File: src/design/packet_deframer_with_checksum_core_defines.svh
// Assertion helpers for the deframer. Clocked on clk, disabled in reset.
`ifndef PACKET_DEFRAMER_WITH_CHECKSUM_CORE_DEFINES_SVH
`define PACKET_DEFRAMER_WITH_CHECKSUM_CORE_DEFINES_SVH

// same-cycle implication
`define PDC_ASSERT_NOW(label, ante, cons, msg) \
	label: assert property (@(posedge clk) disable iff (!arst_n) (ante) |-> (cons)) \
		else $error(msg);

// next-cycle implication
`define PDC_ASSERT_NEXT(label, ante, cons, msg) \
	label: assert property (@(posedge clk) disable iff (!arst_n) (ante) |=> (cons)) \
		else $error(msg);

`endif

File: src/design/pdc_pkg.sv
`default_nettype none

package pdc_pkg;

	localparam int unsigned MAX_PAYLOAD_DEFAULT = 128;

	localparam int unsigned BYTE_W     = 8;
	localparam int unsigned INDEX_W    = 7;
	localparam int unsigned CFG_INDEX_W = 3;
	localparam int unsigned CFG_DATA_W  = 8;

	// register indexes
	localparam logic [CFG_INDEX_W-1:0] CFG_HEAD      = 3'd0;
	localparam logic [CFG_INDEX_W-1:0] CFG_ALT_HEAD  = 3'd1;
	localparam logic [CFG_INDEX_W-1:0] CFG_TAIL      = 3'd2;
	localparam logic [CFG_INDEX_W-1:0] CFG_END_FIRST = 3'd3;
	localparam logic [CFG_INDEX_W-1:0] CFG_END_SECOND = 3'd4;

	// register reset values
	localparam logic [BYTE_W-1:0] HEAD_RST       = 8'hCC;
	localparam logic [BYTE_W-1:0] ALT_HEAD_RST   = 8'hFE;
	localparam logic [BYTE_W-1:0] TAIL_RST       = 8'hB9;
	localparam logic [BYTE_W-1:0] END_FIRST_RST  = 8'h0D;
	localparam logic [BYTE_W-1:0] END_SECOND_RST = 8'h0A;

	typedef struct packed {
		logic               payload_valid;
		logic [BYTE_W-1:0]  payload_byte;
		logic [INDEX_W-1:0] payload_index;
		logic               frame_done;
		logic [BYTE_W-1:0]  frame_id;
		logic [BYTE_W-1:0]  frame_length;
		logic [BYTE_W-1:0]  frame_checksum;
		logic               length_error;
	} result_t;

endpackage

`default_nettype wire

File: src/design/pdc_in_if.sv
`default_nettype none

interface pdc_in_if;
	logic                        valid;
	logic                        ready;
	logic [pdc_pkg::BYTE_W-1:0]  rx_byte;

	modport source (output valid, output rx_byte, input ready);
	modport sink   (input valid, input rx_byte, output ready);
endinterface

`default_nettype wire

File: src/design/pdc_out_if.sv
`default_nettype none

interface pdc_out_if;
	logic             valid;
	logic             ready;
	pdc_pkg::result_t payload;

	modport source (output valid, output payload, input ready);
	modport sink   (input valid, input payload, output ready);
endinterface

`default_nettype wire

File: src/design/packet_deframer_with_checksum_core.sv
// Channel  Dir  Word                                   Handshake
// rx       in   rx_byte, one received byte              valid/ready
// res      out  payload/frame/length_error result word  valid/ready
// cfg      in   cfg_index, cfg_data                      cfg_we, no stall
//
// One word in, one result word out, one word per clock sustained while res.ready is high.
// The only loop is the phase/counter/checksum update.
// The result is registered: the result register loads on the accepting edge.
// rx.ready is low only while a result sits unread and res.ready is low.
// arst_n clears phase, counters, sums and the configuration registers to their defaults.
`default_nettype none

`include "packet_deframer_with_checksum_core_defines.svh"

module packet_deframer_with_checksum_core #(
	parameter int unsigned MAX_PAYLOAD = pdc_pkg::MAX_PAYLOAD_DEFAULT
) (
	input  wire logic                            clk,
	input  wire logic                            arst_n,
	input  wire logic                            cfg_we,
	input  wire logic [pdc_pkg::CFG_INDEX_W-1:0] cfg_index,
	input  wire logic [pdc_pkg::CFG_DATA_W-1:0]  cfg_data,
	pdc_in_if.sink                               rx,
	pdc_out_if.source                            res
);

	typedef enum logic [2:0] {
		PH_HUNT,
		PH_LEN,
		PH_DATA,
		PH_TAIL,
		PH_SUM,
		PH_END1,
		PH_END2
	} phase_t;

	localparam logic [pdc_pkg::BYTE_W-1:0] MAX_LEN = pdc_pkg::BYTE_W'(MAX_PAYLOAD);

	// configuration registers
	logic [pdc_pkg::BYTE_W-1:0] head_q, alt_head_q, tail_q, end_first_q, end_second_q;

	// parser state
	phase_t                     phase_q, phase_d;
	logic [pdc_pkg::BYTE_W-1:0] byte_counter_q, byte_counter_d;
	logic [pdc_pkg::BYTE_W-1:0] running_sum_q, running_sum_d;
	logic [pdc_pkg::BYTE_W-1:0] stored_length_q, stored_length_d;
	logic [pdc_pkg::BYTE_W-1:0] stored_id_q, stored_id_d;

	// result register
	logic             res_valid_q;
	pdc_pkg::result_t res_payload_q;
	pdc_pkg::result_t res_d;

	logic                       accept;
	logic [pdc_pkg::BYTE_W-1:0] b;
	logic [pdc_pkg::BYTE_W-1:0] sum_upd;
	logic [pdc_pkg::BYTE_W-1:0] cnt_inc;

	// take a word whenever the result slot is free or being drained
	assign rx.ready = !res_valid_q || res.ready;
	assign accept   = rx.valid && rx.ready;
	assign b        = rx.rx_byte;

	// rotate right by one, then add
	assign sum_upd = {running_sum_q[0], running_sum_q[pdc_pkg::BYTE_W-1:1]} + b;
	assign cnt_inc = byte_counter_q + 8'd1;

	always_comb begin
		phase_d         = phase_q;
		byte_counter_d  = byte_counter_q;
		running_sum_d   = running_sum_q;
		stored_length_d = stored_length_q;
		stored_id_d     = stored_id_q;
		res_d           = '0;
		case (phase_q)
			PH_HUNT: begin
				// either head opens a frame; fresh counters so a dropped frame leaves no trace
				if (b == head_q || b == alt_head_q) begin
					byte_counter_d = '0;
					running_sum_d  = '0;
					stored_id_d    = '0;
					phase_d        = PH_LEN;
				end
			end
			PH_LEN: begin
				stored_length_d = b;
				if (b > MAX_LEN) begin
					res_d.length_error = 1'b1;
					phase_d            = PH_HUNT;
				end else if (b == '0) begin
					phase_d = PH_TAIL;
				end else begin
					phase_d = PH_DATA;
				end
			end
			PH_DATA: begin
				if (byte_counter_q == '0)
					stored_id_d = b;
				res_d.payload_valid = 1'b1;
				res_d.payload_byte  = b;
				res_d.payload_index = byte_counter_q[pdc_pkg::INDEX_W-1:0];
				running_sum_d       = sum_upd;
				byte_counter_d      = cnt_inc;
				if (cnt_inc >= stored_length_q)
					phase_d = PH_TAIL;
			end
			PH_TAIL: begin
				if (b == tail_q)
					phase_d = PH_SUM;
			end
			PH_SUM: begin
				// mismatching bytes are skipped until one equals the sum
				if (b == running_sum_q)
					phase_d = PH_END1;
			end
			PH_END1: begin
				if (b == end_first_q)
					phase_d = PH_END2;
			end
			PH_END2: begin
				if (b == end_second_q) begin
					res_d.frame_done     = 1'b1;
					res_d.frame_id       = stored_id_q;
					res_d.frame_length   = stored_length_q;
					res_d.frame_checksum = running_sum_q;
					byte_counter_d       = '0;
					running_sum_d        = '0;
					phase_d              = PH_HUNT;
				end
			end
			default: begin
				phase_d = PH_HUNT;
			end
		endcase
	end

	always_ff @(posedge clk or negedge arst_n) begin
		if (!arst_n) begin
			head_q          <= pdc_pkg::HEAD_RST;
			alt_head_q      <= pdc_pkg::ALT_HEAD_RST;
			tail_q          <= pdc_pkg::TAIL_RST;
			end_first_q     <= pdc_pkg::END_FIRST_RST;
			end_second_q    <= pdc_pkg::END_SECOND_RST;
			phase_q         <= PH_HUNT;
			byte_counter_q  <= '0;
			running_sum_q   <= '0;
			stored_length_q <= '0;
			stored_id_q     <= '0;
			res_valid_q     <= 1'b0;
		end else begin
			if (cfg_we) begin
				case (cfg_index)
					pdc_pkg::CFG_HEAD:       head_q       <= cfg_data;
					pdc_pkg::CFG_ALT_HEAD:   alt_head_q   <= cfg_data;
					pdc_pkg::CFG_TAIL:       tail_q       <= cfg_data;
					pdc_pkg::CFG_END_FIRST:  end_first_q  <= cfg_data;
					pdc_pkg::CFG_END_SECOND: end_second_q <= cfg_data;
					default: ; // unknown index: dropped
				endcase
			end
			if (accept) begin
				phase_q         <= phase_d;
				byte_counter_q  <= byte_counter_d;
				running_sum_q   <= running_sum_d;
				stored_length_q <= stored_length_d;
				stored_id_q     <= stored_id_d;
				res_valid_q     <= 1'b1;
			end else if (res.ready) begin
				res_valid_q <= 1'b0;
			end
		end
	end

	// result payload, no reset needed
	always_ff @(posedge clk) begin
		if (accept)
			res_payload_q <= res_d;
	end

	assign res.valid   = res_valid_q;
	assign res.payload = res_payload_q;

	// a stalled result must block new words
	`PDC_ASSERT_NOW(a_stall_blocks_rx, res.valid && !res.ready, !rx.ready, "rx taken while result stalled")
	// a payload word in the data phase always yields a valid payload result
	`PDC_ASSERT_NEXT(a_data_gives_payload, accept && phase_q == PH_DATA, res.valid && res.payload.payload_valid, "data word without payload result")
	// result kinds are exclusive
	`PDC_ASSERT_NOW(a_kinds_exclusive, res.valid, !(res.payload.frame_done && res.payload.payload_valid) && !(res.payload.length_error && (res.payload.frame_done || res.payload.payload_valid)), "result flags overlap")
	// a length error always sends the parser back to the hunt
	`PDC_ASSERT_NEXT(a_len_err_hunts, accept && res_d.length_error, phase_q == PH_HUNT, "length error did not return to hunt")

endmodule

`default_nettype wire
File: src/flat_wrapper.sv
// flat-port wrapper written by rule: the top's interface ports become plain ports
module packet_deframer_with_checksum_core_flat 
#(
	parameter int unsigned MAX_PAYLOAD = pdc_pkg::MAX_PAYLOAD_DEFAULT
)
  (clk, arst_n, cfg_we, cfg_index, cfg_data, rx_valid, rx_rx_byte, rx_ready, res_valid, res_payload, res_ready);
  pdc_in_if rx_i ();
  pdc_out_if res_i ();
  input  wire logic clk;
  input  wire logic arst_n;
  input  wire logic cfg_we;
  input  wire logic [pdc_pkg::CFG_INDEX_W-1:0] cfg_index;
  input  wire logic [pdc_pkg::CFG_DATA_W-1:0] cfg_data;
  input wire logic [$bits(rx_i.valid)-1:0] rx_valid;
  input wire logic [$bits(rx_i.rx_byte)-1:0] rx_rx_byte;
  output wire logic [$bits(rx_i.ready)-1:0] rx_ready;
  output wire logic [$bits(res_i.valid)-1:0] res_valid;
  output wire logic [$bits(res_i.payload)-1:0] res_payload;
  input wire logic [$bits(res_i.ready)-1:0] res_ready;
  assign rx_i.valid = rx_valid;
  assign rx_i.rx_byte = rx_rx_byte;
  assign rx_ready = rx_i.ready;
  assign res_valid = res_i.valid;
  assign res_payload = res_i.payload;
  assign res_i.ready = res_ready;
  packet_deframer_with_checksum_core #(.MAX_PAYLOAD(MAX_PAYLOAD)) u_core (.clk(clk), .arst_n(arst_n), .cfg_we(cfg_we), .cfg_index(cfg_index), .cfg_data(cfg_data), .rx(rx_i), .res(res_i));
endmodule
File: config.mk
export PLATFORM = sky130hd
export DESIGN_NAME = packet_deframer_with_checksum_core_flat
export DESIGN_NICKNAME = d
export VERILOG_FILES = /design/src/design/pdc_pkg.sv /design/src/design/pdc_in_if.sv /design/src/design/pdc_out_if.sv /design/src/design/packet_deframer_with_checksum_core.sv /design/src/flat_wrapper.sv
export VERILOG_INCLUDE_DIRS = /design/src /design/src/design
export SDC_FILE = /design/constraint.sdc
export NUM_CORES = 1
export LEC_CHECK = 0
export ABC_AREA = 1
export BUFFER_PORTS_ARGS = -buffer_cell sky130_fd_sc_hd__clkbuf_2
export CAP_MARGIN = 20
export CORE_MARGIN = 2
export CORE_UTILIZATION = 50
export DETAILED_ROUTE_END_ITERATION = 8
export PLACE_DENSITY = 0.79
export SYNTH_ARGS = -nofsm -noshare
export SYNTH_HDL_FRONTEND = slang
export SYNTH_SLANG_ARGS = --single-unit
File: constraint.sdc
create_clock -name clk -period 6.85 [get_ports clk]
set_input_delay 0.3425 -clock clk [delete_from_list [all_inputs] [get_ports clk]]
set_output_delay 0.3425 -clock clk [all_outputs]
set_load 0.01 [all_outputs]
==> results_dict.tcl, run 1 <==
set metrics [dict create \
    outcome "finished, violations left" \
    violations "DRC" \
    fin_cells 873 \
    ant_nets 0 \
    whs_ps 164 \
    r2r.worst_path.cells 16 \
    dp_hpwl_um 8920 \
    coreArea_mm2 0.0115 \
    final_cell_mix "nand2_1 (168), nor2_1 (72), inv_1 (70)" \
    antenna_cells 0 \
    cts_tree "yes" \
    nets 759 \
    cts-root-buf "clkbuf_16" \
    die_x_um 113 \
    hold_buffers 0 \
    min_period_ps 2650 \
    cellPowerDensity_mw_per_mm2 371 \
    synth_cell_types 36 \
    start_kind "register" \
    rsz0062_at_grt "false" \
    leakagePower_nw 3.17 \
    tns_ps 0 \
    syn-cell-area_mm2 0.00596 \
    ys_ff_latch 118 \
    ir_drop_v 0.000233 \
    fin_worst_skew_ps 13.5 \
    layout_commonest_cell "nand2_1" \
    cp_cell_sequence "ha_1 -> nand3_1 -> nor2_1 -> nand2_1 -> xor2_1 -> inv_1 -> ha_1 -> nand2_1 -> o21ai_0 -> nor2_1 -> nand2_1 -> nand2_1 -> nor2_1 -> nand2_1 -> nand2_1 -> nand2_1" \
    cp.required_ps 7150 \
    grt_pass1_vias 4430 \
    yosys-top-cells-area "dfrtp_1 (23%), edfxtp_1 (21%), nand2_1 (11%)" \
    drc_errors 9 \
    syn_inst 650 \
    io_buffers 67 \
    rows 39 \
    post_cts_resized 0 \
    cts_made_buffers 17 \
    drive_gt1_share_pct 20.7 \
    vias 4558 \
    gp_congestion 0.921 \
    first_pass_iters 9 \
    period_share_pct 38.7 \
    slew_headroom_pct 33.6 \
    path_max_fanout 5 \
    dieArea_mm2 0.0128 \
    path_clk_slew_ps 50 \
    cp_slowest_cell "dfrtp_1" \
    htree_num_levels 4 \
    synth_top_cell_area_share_pct 23.1 \
    timing.rr.end "u_core.phase_q[0]$_DFFE_PN0P_" \
    endpoint_kind "register" \
    yosysWarnings 0 \
    gr-usage-all-layers_pct 21.2 \
    final_max_slew_viol_count 0 \
    antenna_found_initial 0 \
    totalWireLength_um 12900 \
    die_h_um 113 \
    grt_pass1_wl_um 21000 \
    fin_util_pct 59.9 \
    clock_path_buffers 2 \
    rrSetupSlack_ps 4200 \
    grt_max_degree 77 \
    finalHoldViolations 0 \
    crit_top_cell "nand2_1" \
    start_util_pct 51.8 \
    crit_buf_inv 1 \
    drtIter0Drc 352 \
    clock-sinks 118 \
    dp.cells 841 \
    syn2layout_area_growth_pct 15.6 \
    pin_count 68 \
    routed_via_density 5.22 \
    crit_type "register to register" \
    fmax_mhz 377 \
    critPathTopFamily "simple AND/OR/NAND/NOR gates" \
    reg2reg_from "u_core.byte_counter_q[0]$_DFFE_PN0P_" \
    synth_nets 692 \
    overflow 0 \
    slowest_delay_ps 420 \
    setup_viol 0 \
    seq_area_frac_synth_pct 53.5 \
    worst_pin_slew_ps 995 \
    maxCapViolCount 0 \
    routedWlPerCell_um 14.7 \
    yosysTopAreaCell "dfrtp_1" \
    hp-class "input pin to async pin" \
    syn_area_per_cell_um2 9.17 \
    clock_latency_ps 420 \
    cp.arrival_ps 2950 \
    postCtsSetupBuffers 0 \
]
-- stage by stage --
stage	area (um2)	setup WS [ps]	power, mW
floorplan	5960	4640	1.56
global route	6900	3980	2.72
detailed placement	6330	4310	1.74
CTS	6900	4270	2.57
finish	6900	4200	2.56
global placement	6330	4430	1.69
-- worst reg2reg max path: stages, from the launching register on --
cell	delay, ps
dfrtp_1	420
ha_1	210
nand3_1	160
nor2_1	120
nand2_1	70
xor2_1	240
inv_1	80
ha_1	270
nand2_1	50
o21ai_0	170
nor2_1	70
nand2_1	100
nand2_1	60
nor2_1	230
nand2_1	150
nand2_1	90
nand2_1	50
-- layer usage --
| metal | vias to the layer above | GRT usage (%) | share of wire (%) |
|---|---|---|---|
| li1 | 2217 | - | - |
| met1 | 2138 | 26.0 | 42 |
| met2 | 169 | 34.2 | 48 |
| met3 | 34 | 5.62 | 6.2 |
| met4 | 0 | 12.0 | 3.7 |
| met5 | - | 0 | 0 |
-- worst max path at each step --
stage / from / to / slack, ps / depth (start not counted)
3_5_place_dp: res_ready / u_core.running_sum_q[0]$_DFFE_PN0P_ / 4310 / 9
4_1_cts: u_core.byte_counter_q[0]$_DFFE_PN0P_ / u_core.phase_q[1]$_DFFE_PN0P_ / 4270 / 15
5_1_grt: u_core.byte_counter_q[0]$_DFFE_PN0P_ / u_core.phase_q[0]$_DFFE_PN0P_ / 3980 / 15
3_3_place_gp: u_core.byte_counter_q[0]$_DFFE_PN0P_ / u_core.phase_q[2]$_DFFE_PN0P_ / 4430 / 15
6_report: u_core.byte_counter_q[0]$_DFFE_PN0P_ / u_core.phase_q[0]$_DFFE_PN0P_ / 4200 / 16
2_1_floorplan: u_core.byte_counter_q[0]$_DFFE_PN0P_ / u_core.phase_q[0]$_DFFE_PN0P_ / 4640 / 16
-- Yosys cell counts --
cell type    n
nand2_1    168
nor2_1      72
inv_1       70
o21ai_0     57
dfrtp_1     55
edfxtp_1    42
xnor2_1     35
dfstp_2     21
nand3_1     18
ha_1        17
o21ai_1     10
a21oi_1      9
inv_2        9
clkbuf_1     8
xor2_1       8
buf_6        6
nand4_1      6
o21ai_2      6
nor2_4       4
o22ai_2      4
a31oi_1      3
buf_4        3
nor3_1       3
buf_2        2
clkinv_2     2
nand2_2      2
a211oi_1     1
buf_12       1
fa_1         1
nand2_4      1
nand3_2      1
nand3_4      1
nand3b_1     1
nand4_4      1
nor2_8       1
nor3_2       1
-- cell type report --
type | count | area (um2)
Fill cell | 974 | 4620
Sequential cell | 118 | 3190
Multi-Input combinational cell | 431 | 2320
Timing Repair Buffer | 68 | 343
Clock buffer | 25 | 517
Tap cell | 143 | 179
Clock inverter | 7 | 43.8
Inverter | 81 | 307
-- power by group --
group	switching (mW)	internal (mW)	leakage, nW
Clock	0.301	0.520	0.282
Combinational	0.451	0.267	1.53
Sequential	0.117	0.903	1.36
Total	0.869	1.69	3.17
-- registers in the layout, indices dropped and copies added (netlist names) --
register                count
u_core.alt_head_q           8
u_core.byte_counter_q       8
u_core.end_first_q          8
u_core.end_second_q         8
u_core.head_q               8
u_core.phase_q              3
u_core.res.payload         42
u_core.res.valid            1
u_core.running_sum_q        8
u_core.stored_id_q          8
u_core.stored_length_q      8
u_core.tail_q               8
-- logic make-up (layout without fill, tap and decap cells) --
logic type / count (synthesis) / in the layout / synth area share, %
simple gates: 280 / 280 / 20.1
xor+xnor: 43 / 43 / 6.32
fa+ha+maj: 18 / 18 / 3.90
buf+inv: 101 / 181 / 7.66
compound gates: 90 / 90 / 8.54
flops: 118 / 118 / 53.5
No activity file was read; power rests on OpenSTA's default activity.
==> run 2, diff against run 1 <==
Settings changed: ABC_AREA 1 to 0.
Clock period 6.85 ns to 2.6 ns, I/O delays scaled along.
==> results_dict.tcl, run 2 <==
set metrics [dict create \
    vias 3836 \
    path_clk_slew_ps 50 \
    drtIter0Drc 133 \
    maxCapViolCount 0 \
    start_kind "register" \
    cts_made_buffers 17 \
    clock_path_buffers 2 \
    whs_ps 26.6 \
    largest_register_ffs 42 \
    p_total_mw 6.87 \
    totalWireLength_um 12600 \
    grt_max_degree 77 \
    seq_area_frac_synth_pct 55.1 \
    drc_errors 0 \
    fin_area_mm2 0.00701 \
    final_cell_mix "clkbuf_2 (66), mux2_2 (56), dfrtp_1 (55)" \
    cp.required_ps 2910 \
    yosysTopAreaCell "dfrtp_1" \
    dieArea_mm2 0.0124 \
    cellPowerDensity_mw_per_mm2 980 \
    antenna_cells 0 \
    final_max_slew_viol_count 0 \
    grt_pass1_wl_um 20500 \
    synth_simple_gate_area_share_pct 11.5 \
    finalHoldViolations 0 \
    gp_congestion 0.860 \
    clock_latency_ps 420 \
    min_period_ps 2510 \
    multiInputGateArea_mm2 0.00249 \
    synthAdderAreaFrac_pct 4.02 \
    routed_via_density 5.57 \
    syn-cell-area_mm2 0.00578 \
    cts_tree "yes" \
    fillers 908 \
    outcome "complete, no violations" \
    coreArea_mm2 0.0114 \
    io_buffers 67 \
    clock-sinks 118 \
    async_flop_share_pct 64.4 \
    synth_edf_count 42 \
    rsz0062_at_grt "true" \
    rows 39 \
    die_h_um 112 \
    slew_headroom_pct 36.5 \
    cp_cell_sequence "ha_2 -> nand3_4 -> xnor2_2 -> ha_1 -> a21o_1 -> a211o_1 -> a41oi_2 -> o21ai_2 -> o2111ai_2 -> buf_4 -> nor3_1 -> o22a_1" \
    first_pass_iters 4 \
    worst_pin_slew_ps 952 \
    pin_count 68 \
    antenna_found_initial 0 \
    endpoint_kind "register" \
    layout_commonest_cell "clkbuf_2" \
    syn2layout_area_growth_pct 21.2 \
    drive_gt1_share_pct 37.9 \
    routedWlPerCell_um 18.3 \
    gr-usage-all-layers_pct 21.6 \
    synthXorXnorAreaFrac_pct 9.09 \
    synth_cell_types 50 \
    ir_drop_v 0.000561 \
    period_share_pct 96.6 \
    synth_most_common_cell "mux2_2" \
    synth_mux_area_share_pct 11.1 \
    seqCellArea_mm2 0.00319 \
    nets 575 \
    synthTopCellsByCount "mux2_2 (57), dfrtp_1 (55), edfxtp_1 (42)" \
    place_ws_ps 15.3 \
    overflow 0 \
    ys_ff_latch 118 \
    synth_nets 491 \
    synth_top_cell_area_share_pct 23.8 \
    synth_compound_area_share_pct 6.25 \
    cp.arrival_ps 2820 \
    die_x_um 112 \
    fin_util_pct 61.6 \
    setup_viol 0 \
    fin_ws_ps 88.1 \
    synth_top_family_by_area "simple AND/OR/NAND/NOR gates" \
    cts-root-buf "clkbuf_16" \
    yosys-top-cells-area "dfrtp_1 (24%), edfxtp_1 (22%), mux2_2 (11%)" \
    crit_type "register to register" \
    cp_slowest_cell "dfrtp_1" \
    fin_worst_skew_ps 11.1 \
    fmax_mhz 398 \
    syn_inst 449 \
    rrSetupSlack_ps 90 \
    yosysWarnings 0 \
    slowest_delay_ps 370 \
    hp-class "input pin to register" \
    ant_nets 0 \
    syn_area_per_cell_um2 12.9 \
    dp_hpwl_um 8620 \
    placed_cell_area_mm2 0.00632 \
    start_util_pct 50.9 \
    path_max_fanout 4 \
    leakagePower_nw 3.09 \
    ys.flop_type "dfrtp_1" \
    htree_num_levels 4 \
    grt_pass1_vias 4059 \
]
## run 2: cell type report
type	instances	area share [%]
Sequential cell	118	45.5
Multi-Input combinational cell	299	35.6
Timing Repair Buffer	87	7.36
Clock buffer	19	6.18
Tap cell	143	2.55
Clock inverter	13	2.30
Inverter	10	0.536
## run 2: final timing paths
check,endpoint,start,cells after the start
setup / recovery,u_core.phase_q[1]$_DFFE_PN0P_,u_core.byte_counter_q[1]$_DFFE_PN0P_,12
setup reg to reg,u_core.phase_q[1]$_DFFE_PN0P_,u_core.byte_counter_q[1]$_DFFE_PN0P_,12
hold reg to reg,u_core.stored_id_q[4]$_DFFE_PN0P_,u_core.stored_id_q[4]$_DFFE_PN0P_,1
min in group asynchronous,u_core.res.valid$_DFFE_PN0P_,arst_n,3
hold / removal,u_core.res.valid$_DFFE_PN0P_,res_ready,3
max in group asynchronous,u_core.tail_q[0]$_DFFE_PN1P_,arst_n,3
## run 2: stage by stage
step	TNS [ps]	instances
after floorplan	0	449
after global placement	0	654
after detailed placement	0	654
after CTS	0	688
after global routing	-61.7	689
final	0	689
## run 2: power breakdown
group	internal, mW	total, mW	switching [mW]
combinational	0.865	1.85	0.981
clock	1.58	2.35	0.775
sequential	2.39	2.67	0.276
## run 2: what timing repair did
item | 4_1_cts | 5_1_grt
setup buffers | 0 | 1
endpoints found under the setup margin | 0 | 3
hold buffers | 2 | 0
endpoints found under the hold margin | 56 | 0
resized for setup | 0 | 16
## run 2: logic make-up after synthesis
family          count (synthesis)
simple gates                  119
flops                         118
xor+xnor                       60
mux                            57
compound gates                 45
buf+inv                        32
fa+ha+maj                      18
## run 2: worst max-delay path, delay by kind of cell (launching register included)
family	cells	cell delay, ps
AO/OA/AOI/OAI	6	1010
buffers and inverters	1	170
flip-flops	1	370
XOR/XNOR	1	170
adder cells (fa/ha/maj)	2	560
AND/OR/NAND/NOR	2	140
## run 2: per-layer routing
metal	track usage, %	vias to the layer above	routed length [um]
li1	-	1779	-
met2	35.7	110	6370
met4	11.8	0	399
met1	26.1	1916	5330
met3	5.44	31	541
met5	0	-	0
